==> src/rtl/dlmt_buf.sv <==
// Character buffer of the token being scanned, kept as a ring by the caller.
// Synchronous memory with registered read data; uses no package items.
`default_nettype none

module dlmt_buf #(
	parameter int DEPTH = 32
) (
	input  logic                     clk,
	input  logic                     wr_en,
	input  logic [$clog2(DEPTH)-1:0] wr_idx,
	input  logic [7:0]               wr_data,
	input  logic                     rd_en,
	input  logic [$clog2(DEPTH)-1:0] rd_idx,
	output logic [7:0]               rd_data
);

	logic [7:0] mem [DEPTH];

	// Write one character, read one character
	always_ff @(posedge clk) begin
		if (wr_en) begin
			mem[wr_idx] <= wr_data;
		end
		if (rd_en) begin
			rd_data <= mem[rd_idx];
		end
	end

endmodule

`default_nettype wire

==> config.mk <==
export PLATFORM = sky130hd
export DESIGN_NAME = dlmt_buf
export DESIGN_NICKNAME = d
export VERILOG_FILES = /design/src/rtl/dlmt_buf.sv
export SDC_FILE = /design/constraint.sdc
export NUM_CORES = 1
export LEC_CHECK = 0
export ABC_AREA = 1
export BUFFER_PORTS_ARGS = -buffer_cell sky130_fd_sc_hd__buf_2
export CAP_MARGIN = 10
export CORE_MARGIN = 2
export CORE_UTILIZATION = 55
export DETAILED_ROUTE_END_ITERATION = 12
export PLACE_DENSITY = 0.78
export SLEW_MARGIN = 20
export SYNTH_ARGS = -nofsm -noshare
export SYNTH_HDL_FRONTEND = slang
export SYNTH_SLANG_ARGS = --single-unit
==> constraint.sdc <==
create_clock -name clk -period 1.4 [get_ports clk]
set_clock_uncertainty 0.1 [all_clocks]
set_input_delay 0.35 -clock clk [delete_from_list [all_inputs] [get_ports clk]]
set_output_delay 0.35 -clock clk [all_outputs]
set_load 0.03 [all_outputs]
# After elaboration in Yosys (flattened, before gate mapping)
# Memory sizes are Yosys's and may differ from the RTL's. A register that Yosys moved wholly into a read port is not among the register bits.
# Index checks and enable logic that the tools add are counted.
dict set report word_totals {
  ramBits 256
  reg_bits 0
  elab_cells 3
  n_memories 1
}
# memory words width read_ports rd_clocked_by_memory_dff wr line_no
set mem_list {}
lappend mem_list {mem 32 8 1 1 1 17} ;# logic [7:0] mem [DEPTH];
dict set report classes {
  mux 2
}
# op count
set op_table {}
lappend op_table {{$mux W1} 2}

# Logic depth before layout (Yosys ltp)
dict set report depth {
  ltp_word 2
  depth_mapped 11
}

# Worst setup path before layout
# OpenSTA, ideal clock, no wires.
dict set report synth_timing {
  path_type {input port to flip-flop}
  start {in wr_idx[0]}
  end {mem mem[0][0], enable pin}
  setup_slack_ns -0.084
  n_path_buf 0
  path_stages 3
  setup_ns 0.370
  arrival_ns 1.014
  path_cell_list {inv_1 nand3_1 nor2_1}
}
# element line_no
set synth_lines {}
lappend synth_lines {{from (decl)} 10} ;# input logic [$clog2(DEPTH)-1:0] wr_idx,
lappend synth_lines {{to (decl)} 17}
# No word-level cell before the write port.

# Worst setup path after layout
dict set report layout_timing {
  start {reg rd_data[3], read port of mem}
  end {out rd_data[3]}
}
# element line_no
set layout_lines {}
lappend layout_lines {{from (decl)} 14} ;# output logic [7:0] rd_data
# No word-level cell between the ends.

==> qor.csv <==
metric,value,unit
finalHoldViolCount,0,
drt-total-wl,24.99,mm
drive_above_1_share,17.11,%
drc,0,
hold_path.class,in2reg,
cp_cell_sequence,buf_6,
grt_pass1_wl,37.65,mm
cp-startpoint,rd_data[3],
worstPathArrival,1.13,ns
critPathTopFamily,flip-flops,
tritoncts,yes,
syn_area,10870,um^2
p_total,16.38,mW
post-route-period-util,112.7,%
ys_warn_count,0,
relSlewSlack,51.54,%
drt-initial-drc-count,843,
insertion_delay,0.53,ns
syn_avg_cell_area,11.79,um^2
hold_slack,0.07896,ns
fmax,0.6340,GHz
grt_pass1_vias,6877,
cpMaxStageDelayCell,edfxtp_1,
status,"complete, but fails checks",
path_clk_slew,0.06,ns
synthCells,922,
period_needed,1.577,ns
io_buffer_count,28,
numCtsBuffers,26,
grt_max_degree,51,
crit_path_max_incr_delay,0.43,ns
hold_buffers,0,
gp_congestion,0.8598,
dieArea,20900,um^2
cts_buffer_depth,3,
setup-violations-final,8,
ios,29,
yosysUniqueCellTypes,11,
worstSetupPathType,reg2out,
synth_nets,943,
synthToLayoutAreaGrowth,16.68,%
pwr_density_cell,1292,nW/um^2
synth_seq_cells,264,
timing.max_cap.violations,0,
postCtsSetupBuffers,0,
path_buf_inv,1,
cp_num_cells,1,
antenna_cells,0,
fp.dieW,144.6,um
finalNonFillerCells,1282,
timing.final.ws_setup,-0.1773,ns
p_leak,4.795,nW
clock_sinks,264,
nFillCells,1427,
antenna_found_initial,0,
rsz0062_at_grt,yes,
dr_total_vias,7287,
overflow,0,
grtUsageTotal,24.15,%
r2r.worst_path.cells,8,
timing.rr.start,mem[12][2],
final_max_slew_viol_count,0,
cts_root_buf,clkbuf_16,
violations,negative setup slack,
coreArea,19400,um^2
placedCellCount,1234,
r2r_slack,0.02,ns
num_rows,51,
hpwl,14.65,mm
finalNetCount,1019,
endpoint_kind,primary output,
h-tree-depth,1,
ir_drop,0.001144,V
start_util,56.02,%
cp-start-kind,flip-flop,
firstDrtPassIters,6,
antenna_left,0,
die_y,144.6,um
critPathCapture,rd_data[3],
via_per_inst,5.684,
regToRegEndpoint,rd_data[2],
wl_per_cell,19.49,um
worst_slew_pin_slew,0.7269,ns
path_max_fanout,1,
ys_seq_area_share,72.95,%
critical_path_required,0.95,ns
-- flip-flops by register name, summed over array words and instances (netlist names) --
name and cells:
mem 256, rd_data 8
-- cell families after synthesis --
kind of cell           count (synthesis)  synth area share, %
AND/OR/NAND/NOR                      596                22.94
flip-flops                           264                72.95
buffers and inverters                 62                4.111
-- what timing repair did --
| item | CTS | global route |
|---|---|---|
| pin swaps | 0 | 20 |
| gates resized for setup | 16 | 37 |
| gates cloned | 0 | 1 |
| setup endpoints to repair | 8 | 16 |
-- cell usage after synthesis --
cell type  instances  area, um^2
nand3_1          204        1021
clkbuf_1           7       26.28
inv_1              8       30.03
buf_6             24       270.3
inv_2              2       7.510
buf_2             15       75.07
buf_1              2       7.510
nor2_1            32       120.1
edfxtp_1         264        7928
nand2_1          360        1351
buf_4              4       30.03
-- metal layers --
| layer | track usage (%) | vias up | wire [um] |
|---|---|---|---|
| met5 | 0 | - | 0 |
| met4 | 7.971 | 0 | 751 |
| met3 | 3.808 | 58 | 2294 |
| met2 | 38.69 | 388 | 11930 |
| met1 | 34.33 | 3482 | 10010 |
| li1 | - | 3359 | - |
-- through the flow --
step	setup WS (ns)	setup TNS (ns)	util [%]	cell area (um^2)
global route	-0.1936	-1.407	65.36	12680
CTS	-0.1740	-1.182	64.42	12500
floorplan	-0.08403	-18.21	-	10890
finish	-0.1773	-1.133	65.36	12680
detailed placement	-0.4536	-28.81	60.23	11680
global placement	-0.4348	-23.95	60.23	11680
-- cell type report --
type	count	area [um^2]	area share (%)
well taps	265	331.6	2.615
inverters	10	40.04	0.3158
flip-flops and latches	264	7928	62.52
clock inverters	16	72.57	0.5723
repair buffers	100	967.2	7.628
clock buffers	31	690.7	5.447
multi-input cells	596	2650	20.90
-- cells in the final DEF (no fill, tap or decap) --
cell / instances
nand2_2: 9
clkinvlp_4: 1
clkbuf_16: 28
nand3_1: 178
buf_12: 17
clkbuf_1: 4
buf_4: 54
nor2_2: 2
buf_2: 19
nand2_1: 351
nor2_1: 30
inv_2: 1
clkinv_1: 8
edfxtp_1: 264
nand3_2: 26
inv_4: 1
inv_1: 8
buf_6: 9
clkinv_2: 7
-- how the worst min path moves through the flow --
stage          startpoint    endpoint  slack [ns]  cells after the start
6_report            rd_en  rd_data[6]        0.08                      1
5_1_grt             rd_en  rd_data[7]        0.08                      1
4_1_cts             rd_en  rd_data[6]        0.07                      1
3_5_place_dp        rd_en  rd_data[4]        0.61                      1
3_3_place_gp        rd_en  rd_data[7]        0.62                      1
2_1_floorplan  wr_data[0]   mem[0][0]        0.35                      0
-- worst register-to-register path, cell delays in order (launching register included) --
cell and delay [ns]:
edfxtp_1 0.37, nand2_1 0.10, nand3_1 0.11, nand3_1 0.12, nand2_1 0.08, nand2_1 0.07
nand2_1 0.06, nand2_1 0.07, nand2_1 0.06
-- report_power, final --
part / total (mW) / internal, mW / switching (mW)
clock: 6.27 / 3.49 / 2.78
combinational: 1.25 / 0.413 / 0.837
sequential: 8.86 / 8.82 / 0.0351
Note: power is estimated with default switching activity, not from simulation.
