File: config.mk
export PLATFORM = sky130hd
export DESIGN_NAME = dlmt_oq
export DESIGN_NICKNAME = d
export VERILOG_FILES = /design/src/rtl/dlmt_pkg.sv /design/src/rtl/dlmt_oq.sv
export SDC_FILE = /design/constraint.sdc
export NUM_CORES = 1
export LEC_CHECK = 0
export BUFFER_PORTS_ARGS = -buffer_cell sky130_fd_sc_hd__buf_2
export CELL_PAD_IN_SITES_DETAIL_PLACEMENT = 1
export CELL_PAD_IN_SITES_GLOBAL_PLACEMENT = 1
export CORE_UTILIZATION = 35
export DETAILED_ROUTE_END_ITERATION = 8
export PLACE_DENSITY_LB_ADDON = 0.3
export SYNTH_ARGS = -nofsm -noshare
export SYNTH_HDL_FRONTEND = slang
export SYNTH_SLANG_ARGS = --single-unit
File: constraint.sdc
create_clock -name clk -period 2.94 [get_ports clk]
set_clock_uncertainty 0.15 [all_clocks]
set_input_delay 0.294 -clock clk [delete_from_list [all_inputs] [get_ports clk]]
set_output_delay 0.294 -clock clk [all_outputs]
set_load 0.1 [all_outputs]
File: src/rtl/dlmt_pkg.sv
// Shared types and constants of the longest-match DFA tokenizer.
// No dependencies; dlmt_oq, the top level and the testbench refer to it by scoped names.
`default_nettype none

package dlmt_pkg;

	// Operation codes of an input transaction
	localparam logic [2:0] OP_LOAD_TRANS  = 3'd0;
	localparam logic [2:0] OP_LOAD_ACCEPT = 3'd1;
	localparam logic [2:0] OP_CHAR        = 3'd2;
	localparam logic [2:0] OP_END         = 3'd3;
	localparam logic [2:0] OP_ERROR       = 3'd4;

	// Result kinds
	localparam logic [1:0] KIND_TOKEN = 2'd0;
	localparam logic [1:0] KIND_BAD   = 2'd1;
	localparam logic [1:0] KIND_END   = 2'd2;

	// Configuration register byte address
	localparam logic [2:0] ADDR_SKIP_MASK = 3'd0;

	// Location limits and the line break character
	localparam logic [19:0] LINE_MAX   = 20'hFFFFF;
	localparam logic [15:0] COL_MAX    = 16'hFFFF;
	localparam logic [7:0]  CH_NEWLINE = 8'h0A;

	typedef struct packed {
		logic [2:0]  op;
		logic [5:0]  table_state;
		logic [7:0]  table_char;
		logic [6:0]  table_next;
		logic [15:0] accept_mask;
		logic [7:0]  ch;
	} req_t;

	typedef struct packed {
		logic [1:0]  kind;
		logic [15:0] tags;
		logic [19:0] start_line;
		logic [15:0] start_column;
		logic [5:0]  length;
		logic        last;
	} rsp_t;

	// Control from the sequencer to the result queue
	typedef struct packed {
		logic push;
		logic flush;
	} oq_ctl_t;

endpackage

`default_nettype wire

File: src/rtl/dlmt_oq.sv
// Result queue: one pending slot that waits to learn whether it is the
// final result of its item, then an output register. Depends on dlmt_pkg.
`default_nettype none

module dlmt_oq (
	input  logic             clk,
	input  logic             arst_n,
	input  dlmt_pkg::oq_ctl_t ctl,
	input  dlmt_pkg::rsp_t   push_data,
	output logic             room,
	output logic             rsp_valid,
	input  logic             rsp_stall,
	output dlmt_pkg::rsp_t   rsp
);

	dlmt_pkg::rsp_t pend_q;
	dlmt_pkg::rsp_t out_q;
	dlmt_pkg::rsp_t out_d;
	logic           pend_v_q;
	logic           out_v_q;
	logic           out_free;
	logic           move;

	assign out_free  = !out_v_q || !rsp_stall;
	assign room      = !pend_v_q || out_free;
	assign move      = pend_v_q && (ctl.push || ctl.flush);
	assign rsp_valid = out_v_q;
	assign rsp       = out_q;

	// Mark the pending result final on a flush
	always_comb begin
		out_d      = pend_q;
		out_d.last = ctl.flush;
	end

	// Advance the valid flags
	always_ff @(posedge clk or negedge arst_n) begin
		if (!arst_n) begin
			pend_v_q <= 1'b0;
			out_v_q  <= 1'b0;
		end else begin
			if (move) begin
				out_v_q <= 1'b1;
			end else if (!rsp_stall) begin
				out_v_q <= 1'b0;
			end
			if (ctl.push) begin
				pend_v_q <= 1'b1;
			end else if (ctl.flush) begin
				pend_v_q <= 1'b0;
			end
		end
	end

	// Move the pending result out
	always_ff @(posedge clk) begin
		if (move) begin
			out_q <= out_d;
		end
		if (ctl.push) begin
			pend_q <= push_data;
		end
	end

endmodule

`default_nettype wire

# == After elaboration in Yosys (flattened, before gate mapping) ==
# Index checks and enable logic that the tools add are counted.
# totals
n_memories,0
elab_cells,26
latch_bits,0
ramBits,0
mem_bits_ro,0
regBits,123
# op_classes
reduce_logical,8
addsub,0
n_eq_ne,1
n_shift,0
div,0
muxes,4
n_lt_le_gt_ge,0
multipliers,0
bitwise,0
# op_table
op,n
1-bit 2-to-1 mux,4
1-bit zero test,3
1-bit logical OR,3
2-bit by 1-bit inequality test with 1-bit output (second input constant),1
2-bit nonzero test,1
1-bit logical AND,1

# == Depth between registers and ports, before layout ==
# Gate-level depths: netlist (run 1).
# depth
word_depth,3
mapped_depth,2
mapped_depth_nobuf,2

# == Worst setup path after synthesis (run 1) ==
# OpenSTA, ideal clock, no wires.
# synth_timing
path_kind,register to register
startpoint,register pend_v_q
endpoint,"register out_q (netlist bit rsp[0]), enable pin"
synth_period_minus_slack_ns,2.359
t_arrival_ns,1.785
path_slack_ns,0.581
stages_incl_launch_ff,2
required_ns,2.366
path_cell_list,dfrtp_1 -> o21a_1
# synth_between
elab_chain_cells,1
# synth_lines
item,line_no,source
"start, declared",dlmt_oq.sv:19,logic pend_v_q;
"start signal, assigned",dlmt_oq.sv:39,pend_v_q <= 1'b0;
"start signal, assigned",dlmt_oq.sv:48,pend_v_q <= 1'b1;
"start signal, assigned",dlmt_oq.sv:50,pend_v_q <= 1'b0;
1-bit logical AND,dlmt_oq.sv:26,assign move = pend_v_q && (ctl.push || ctl.flush);
named net move,dlmt_oq.sv:22,logic move;
"end signal, assigned",dlmt_oq.sv:58,out_q <= out_d;
"end, declared",dlmt_oq.sv:17,dlmt_pkg::rsp_t out_q;
# The timed path passes the listed nets, and every way through them passes these cells.
# A chain may end at the register's enable or synchronous reset.

# == Worst setup path in the final report (run 1) ==
# layout_timing
startpoint,input port rsp_stall
endpoint,output port room
# layout_between
elab_chain_cells,3
# layout_lines
item,line_no,source
"start, declared",dlmt_oq.sv:12,"input logic rsp_stall,"
1-bit zero test,n/a,
1-bit logical OR,dlmt_oq.sv:24,assign out_free = !out_v_q || !rsp_stall;
1-bit logical OR,dlmt_oq.sv:25,assign room = !pend_v_q || out_free;
"end, declared",dlmt_oq.sv:10,"output logic room,"
# No other way between the ends.

==> results of run 1 <==
power by group:
group | internal, uW | total [uW] | leakage, uW | switching (uW)
sequential | 2100 | 2140 | 0.00121 | 37.8
clock | 1360 | 2070 | 0.000285 | 706
combinational | 139 | 772 | 0.000800 | 633
total | 3600 | 4980 | 0.00229 | 1380
worst register-to-register path, delay by kind of cell (launching register included):
family | cells | cell delay [ps]
AO/OA/AOI/OAI | 1 | 550
flip-flops | 1 | 390
buffers and inverters | 1 | 310
cell usage in the layout, fill, tap and decap left out, drive strengths merged:
master and n:
nand3 1, dfrtp 2, edfxtp 121, bufinv 4, clkinvlp 2, o21a 1, clkinv 8, dlygate4sd3 64
a21o 2, clkbuf 18, inv 1, buf 129
cell type report:
type	count	area, um^2	area share [%]
Clock buffer	18	418	7.22
Clock inverter	14	178	3.07
Inverter	1	3.75	0.0649
Multi-Input combinational cell	4	28.8	0.497
Sequential cell	123	3680	63.7
Tap cell	136	170	2.94
Timing Repair Buffer	193	1300	22.5
worst paths after layout:
check,endpoint,depth (start not counted)
worst max-delay path,room,4
worst min-delay path,rsp[46]$_DFFE_PP_,0
worst max register to register,rsp[42]$_DFFE_PP_,2
worst min register to register,rsp[46]$_DFFE_PP_,0
max in group asynchronous,pend_v_q$_DFFE_PN0P_,3
min in group asynchronous,rsp_valid$_DFFE_PN0P_,3
sequential cells by signal, summed over array words and instances, names as in the netlist:
| register | count |
|---|---|
| out_d | 60 |
| rsp | 61 |
| rsp_valid | 1 |
| pend_v_q | 1 |
cell families (layout without fill, tap and decap cells):
| group | count (synthesis) | count (layout) | synth area share, % |
|---|---|---|---|
| flops | 123 | 123 | 99.2 |
| compound gates | 3 | 3 | 0.606 |
| simple gates | 1 | 1 | 0.135 |
| buf+inv | 1 | 226 | 0.101 |
routing by layer:
metal	global-route usage [%]	share of wire (%)
met1	15.9	40
met2	25.7	54
met3	5.93	5.0
met4	7.24	1.6
met5	0	0
metrics by stage:
stage | util (%) | hold slack (ps)
global placement | 44.1 | -61.3
finish | 56.0 | 266
detailed placement | 44.1 | -64.2
global route | 56.0 | 275
CTS | 56.0 | 267
floorplan | - | -152
timing repair:
item                       4_1_cts  5_1_grt
hold endpoints to repair        65        0
setup endpoints to repair        0        0
hold buffers                    64        0
==> reports/summary.txt, run 1 <==
outcome = finished, final reports clean
Final Max Slew Viols = 0
Buf/Inv on CP = 3
Design Area, Final = 0.00579 mm^2
post-CTS sizing = 0
die width = 105 um
Final Hold Vio Count = 0
max_cap viols = 0
DR WL/cell = 15.5 um
async set-reset flop share out of synthesis = 1.63%
dpl cell area = 0.00455 mm^2
syn_nets = 194
Synth top cells by count = 121 x edfxtp_1, 2 x a21o_1, 2 x dfrtp_1
slowest stage delay, CP = 530 ps
Critical Path AT = 1480 ps
pin count of the biggest net entering global routing = 62
post-synthesis sequential area ratio = 99.2%
clock sink total = 123
setup TNS = 0 ps
routed vias/inst = 4.15
Routed Antenna Nets = 0
Power Total = 4980 uW
Pre-antenna DRT Iters = 4
Worst Hold Launch = out_d[46]$_DFFE_PP_
vias in the first global route = 2120
IO Count = 129
Post-Route WL = 7600 um
first-pass GRT wire length = 11600 um
Initial Util = 36.0%
root buffer cell = clkbuf_8
Crit Path Max Fanout = 2
number of port buffers = 127
clk buf depth = 2
reg2reg start = pend_v_q$_DFFE_PN0P_
Primary FF master, synth = edfxtp_1
global router's overall resource usage = 14.9%
CP dominant cell by count = buf_2
Critical Path Start = rsp_stall
fmax = 519 MHz
crit share post-route = 65.5%
R2R Setup Slk = 1220 ps
RePlAce Congestion = 0.662
Post-synth EDFFs = 121
Power Density = 860 mW/mm^2
worst rel slew slack = 48.6%
antenna violations before repair = 0
placed instance count = 393
count leader, synth = edfxtp_1
Post-route DRC = 0
Yosys top cell area share = 97.8%
ordered cell list for the critical path = dlygate4sd3_1 > buf_2 > nand3_1 > buf_2
Layout Cells excl Fill = 489
leading area contributor after synthesis = edfxtp_1
Leak = 0.00229 uW
CP max-delay cell = dlygate4sd3_1
Worst-Margin Slew = 771 ps
CTS buffer count = 17
Antenna Cells = 0
TritonCTS clock tree = yes
Critical Path End Type = output port
Die Ht = 105 um
Yosys cell types = 6
ranking of synthesized cells by area = edfxtp_1 98%, dfrtp_1 1.3%, a21o_1 0.40%, o21a_1 0.20%, nand3_1 0.13%
worst path required time = 2500 ps
RSZ-0062 raised after global routing = false
Setup crit start kind = primary input
fin crit period = 1930 ps
setup ws final = 1010 ps
first-iteration detailed-routing DRC count = 78
# fillers = 974
layout cells sized above 1 = 44.5%
Top Family by Delay on Critical Path = buffers and inverters
Syn Area/Cell = 29.0 um^2
floorplan core area = 0.0103 mm^2
Ys Warns = 0
pre-CTS setup slack = 1200 ps
total number of vias = 2030
nets = 406
Syn-to-layout area delta = 55.7%
Syn Std Cell Area = 0.00371 mm^2
Post-CTS Setup Bufs = 0
Crit Path Category = in2out
Worst VDD drop = 0.413 mV
num rows = 37
worst min path class = reg2reg
Clock Latency Late Sink = 510 ps
H-tree depth = 4
grt ovf = 0
Synth Register Bits = 123
clock transition at the registers of the reported paths = 60 ps
Die ar. = 0.0110 mm^2
Final Setup Violations = 0
Mapped Cells = 128
No activity file was read; power rests on OpenSTA's default activity.
==> run 2, diff against run 1 <==
Settings changed: ABC_AREA set to 1.
Clock period 2.94 ns to 1.96 ns, I/O delays scaled along.
==> run 2 against run 1 <==
  * Sequential share of layout area about the same
  * Sequential power is 50% higher
  * Non-clock buffer count increased by 3
  * Total power up 48%
  * Routed wire length is 0.61% higher
  * Flip-flop and latch count unchanged
  * Worst setup slack worse by 810 ps
  * Core utilization about the same
  * Highest routed layer unchanged
==> reports/summary.txt, run 2 <==
outcome = finished, final reports clean (unchanged)
max_cap viols = 0 (unchanged)
Post-CTS Setup Bufs = 0 (unchanged)
setup TNS = 0 ps (unchanged)
IO Count = 129 (unchanged)
syn_nets = 196 (was 194)
Crit Path Category = reg2out (was in2out)
RSZ-0062 raised after global routing = false (unchanged)
final core occ = 56.1% (was 56.0%)
Fin Hold WS = 73.1 ps (was 266 ps)
total number of vias = 2061 (was 2030)
Clock Latency Late Sink = 500 ps (was 510 ps)
worst path required time = 1610 ps (was 2500 ps)
Post-route DRC = 0 (unchanged)
grt ovf = 0 (unchanged)
clock transition at the registers of the reported paths = 60 ps (about the same)
CP max-delay cell = dfrtp_1 (was dlygate4sd3_1)
peak-usage layer in the global routing report = met2 (unchanged)
Synth top cells by count = 121 x edfxtp_1, 2 x dfrtp_1, 2 x inv_1, 2 x nand2_1 (was 121 x edfxtp_1, 2 x a21o_1, 2 x dfrtp_1)
reg2reg start = pend_v_q$_DFFE_PN0P_ (unchanged)
Top Family by Delay on Critical Path = flip-flops (was buffers and inverters)
GR met2 Demand/Resource = 25.7% (about the same)
Syn Std Cell Area = 0.00372 mm^2 (was 0.00371 mm^2)
worst min path class = in2reg (was reg2reg)
Mapped Cells = 130 (was 128)
Routed Antenna Nets = 0 (unchanged)
DR WL/cell = 15.5 um (about the same)
number of port buffers = 127 (unchanged)
grt met3 use = 6.18% (was 5.93%)
Synth Register Bits = 123 (unchanged)
Leak = 0.00230 uW (was 0.00229 uW)
highest-count cells in the layout ignoring fill and taps = 127 x buf_2, 121 x edfxtp_1, 65 x dlygate4sd3_1 (was 127 x buf_2, 121 x edfxtp_1, 64 x dlygate4sd3_1)
first-iteration detailed-routing DRC count = 44 (was 78)
Die ar. = 0.0110 mm^2 (about the same)
leading area contributor after synthesis = edfxtp_1 (unchanged)
layout cells sized above 1 = 45.3% (was 44.5%)
Detailed Place HPWL = 4360 um
ordered cell list for the critical path = nand3_2 > buf_2 (was dlygate4sd3_1 > buf_2 > nand3_1 > buf_2)
commonest non-fill, non-tap cell in the layout = buf_2 (unchanged)
CP Depth = 2 (was 4)
Final Setup Violations = 0 (unchanged)
Power Density = 1270 mW/mm^2 (was 860 mW/mm^2)
Pre-antenna DRT Iters = 4 (unchanged)
floorplan core area = 0.0103 mm^2 (unchanged)
Crit Path Max Fanout = 3 (was 2)
setup ws final = 205 ps (was 1010 ps)
Buf/Inv on CP = 1 (was 3)
Final Hold Vio Count = 0 (unchanged)
pin count of the biggest net entering global routing = 41 (was 62)
ranking of synthesized cells by area = edfxtp_1 98%, dfrtp_1 1.3%, inv_1 0.20%, nand2_1 0.20%, o21bai_1 0.20% (was edfxtp_1 98%, dfrtp_1 1.3%, a21o_1 0.40%, o21a_1 0.20%, nand3_1 0.13%)
clk buf depth = 2 (unchanged)
die width = 105 um (about the same)
first-pass GRT wire length = 11500 um (was 11600 um)
worst rel slew slack = 64.2% (was 48.6%)
antenna violations before repair = 0 (unchanged)
H-tree depth = 4 (unchanged)
Yosys top cell area share = 97.8% (about the same)
Post-synth EDFFs = 121 (unchanged)
Worst VDD drop = 0.619 mV (was 0.413 mV)
TritonCTS clock tree = yes (unchanged)
nets = 411 (was 406)
Setup crit start kind = flop (was primary input)
count leader, synth = edfxtp_1 (unchanged)
max reg flops = 61 (unchanged)
slowest stage delay, CP = 420 ps (was 530 ps)
clock sink total = 123 (unchanged)
root buffer cell = clkbuf_8 (unchanged)
Post-Route WL = 7640 um (was 7600 um)
Critical Path AT = 1410 ps (was 1480 ps)
Die Ht = 105 um (about the same)
pre-CTS setup slack = 516 ps (was 1200 ps)
reg2reg end = rsp[17]$_DFFE_PP_ (was rsp[42]$_DFFE_PP_)
Critical Path Start = pend_v_q$_DFFE_PN0P_ (was rsp_stall)
vias in the first global route = 2170 (was 2120)
CTS buffer count = 17 (unchanged)
Antenna Cells = 0 (unchanged)
GR Util met1 = 15.7% (was 15.9%)
num rows = 37 (unchanged)
post-synthesis sequential area ratio = 99.1% (was 99.2%)
Yosys cell types = 7 (was 6)
Syn-to-layout area delta = 55.8% (was 55.7%)
routed vias/inst = 4.17 (was 4.15)
fin crit period = 1750 ps
R2R Setup Slk = 510 ps (was 1220 ps)
R2R depth = 3 (was 2)
Initial Util = 36.0% (about the same)
Ys Warns = 0 (unchanged)
fmax = 570 MHz
Worst-Margin Slew = 537 ps (was 771 ps)
crit share post-route = 89.5%
async set-reset flop share out of synthesis = 1.63% (unchanged)
global router's overall resource usage = 14.9% (about the same)
critical path endpoint = room (unchanged)
Critical Path End Type = output port (unchanged)
Final Max Slew Viols = 0 (unchanged)
RePlAce Congestion = 0.665 (was 0.662)
Primary FF master, synth = edfxtp_1 (unchanged)
Syn Area/Cell = 28.6 um^2 (was 29.0 um^2)
==> run 2: cell count changes in the layout (fill, tap and decap cells not counted), sizes merged <==
| cell | previous run | this run |
|---|---|---|
| o21ai | 0 | 1 |
| clkbuf | 18 | 19 |
| buf | 129 | 131 |
| o21a | 1 | 0 |
| clkinv | 8 | 9 |
| a21o | 2 | 0 |
| dlygate4sd3 | 64 | 65 |
| o21bai | 0 | 1 |
| nand2 | 0 | 2 |
| bufinv | 4 | 3 |
==> run 2: worst min-delay path by stage <==
| stage | from | to | cells after the start |
|---|---|---|---|
| after floorplan | arst_n | pend_v_q$_DFFE_PN0P_ | 0 |
| after global placement | arst_n | rsp_valid$_DFFE_PN0P_ | 1 |
| after detailed placement | arst_n | rsp_valid$_DFFE_PN0P_ | 1 |
| after CTS | ctl[1] | out_d[48]$_DFFE_PP_ | 2 |
| after global routing | ctl[1] | out_d[48]$_DFFE_PP_ | 2 |
| final | ctl[1] | out_d[52]$_DFFE_PP_ | 2 |
==> run 2: cells by family after synthesis <==
family / share of synthesized area (%)
flops: 99.1
simple gates: 0.337
compound gates: 0.337
buf+inv: 0.202
==> run 2: layer usage <==
metal	up-vias	part of all wire (%)
li1	958	-
met3	6	5.8
met1	1016	39
met4	0	0.75
met2	81	55
met5	-	0
==> run 2: final cells by class <==
cell class | instances | area (um^2)
multi-input combinational | 5 | 33.8
inverter | 2 | 11.3
fill | 987 | 4540
sequential | 123 | 3680
timing repair buffer | 196 | 1320
tap | 136 | 170
clock buffer | 19 | 422
clock inverter | 13 | 151
==> run 2: timing repair <==
action,in CTS,in global routing
setup endpoints to repair,0,0
gates resized for setup,0,0
endpoints found under the hold margin,65,0
hold buffers,65,0
==> run 2: metrics by stage <==
stage	total power, uW	instance area [um^2]	cells
final	7360	5790	494
after global routing	7580	5790	494
after CTS	7420	5790	494
after detailed placement	4320	4560	397
after floorplan	4090	3730	130
after global placement	4300	4560	397
==> run 2: power by group <==
group          internal (uW)  leakage (uW)  total [uW]  switching [uW]
logic                    211      0.000810        1170             956
clock network           1920      0.000280        2980            1070
registers               3150       0.00121        3200            55.1
total                   5280       0.00230        7360            2080
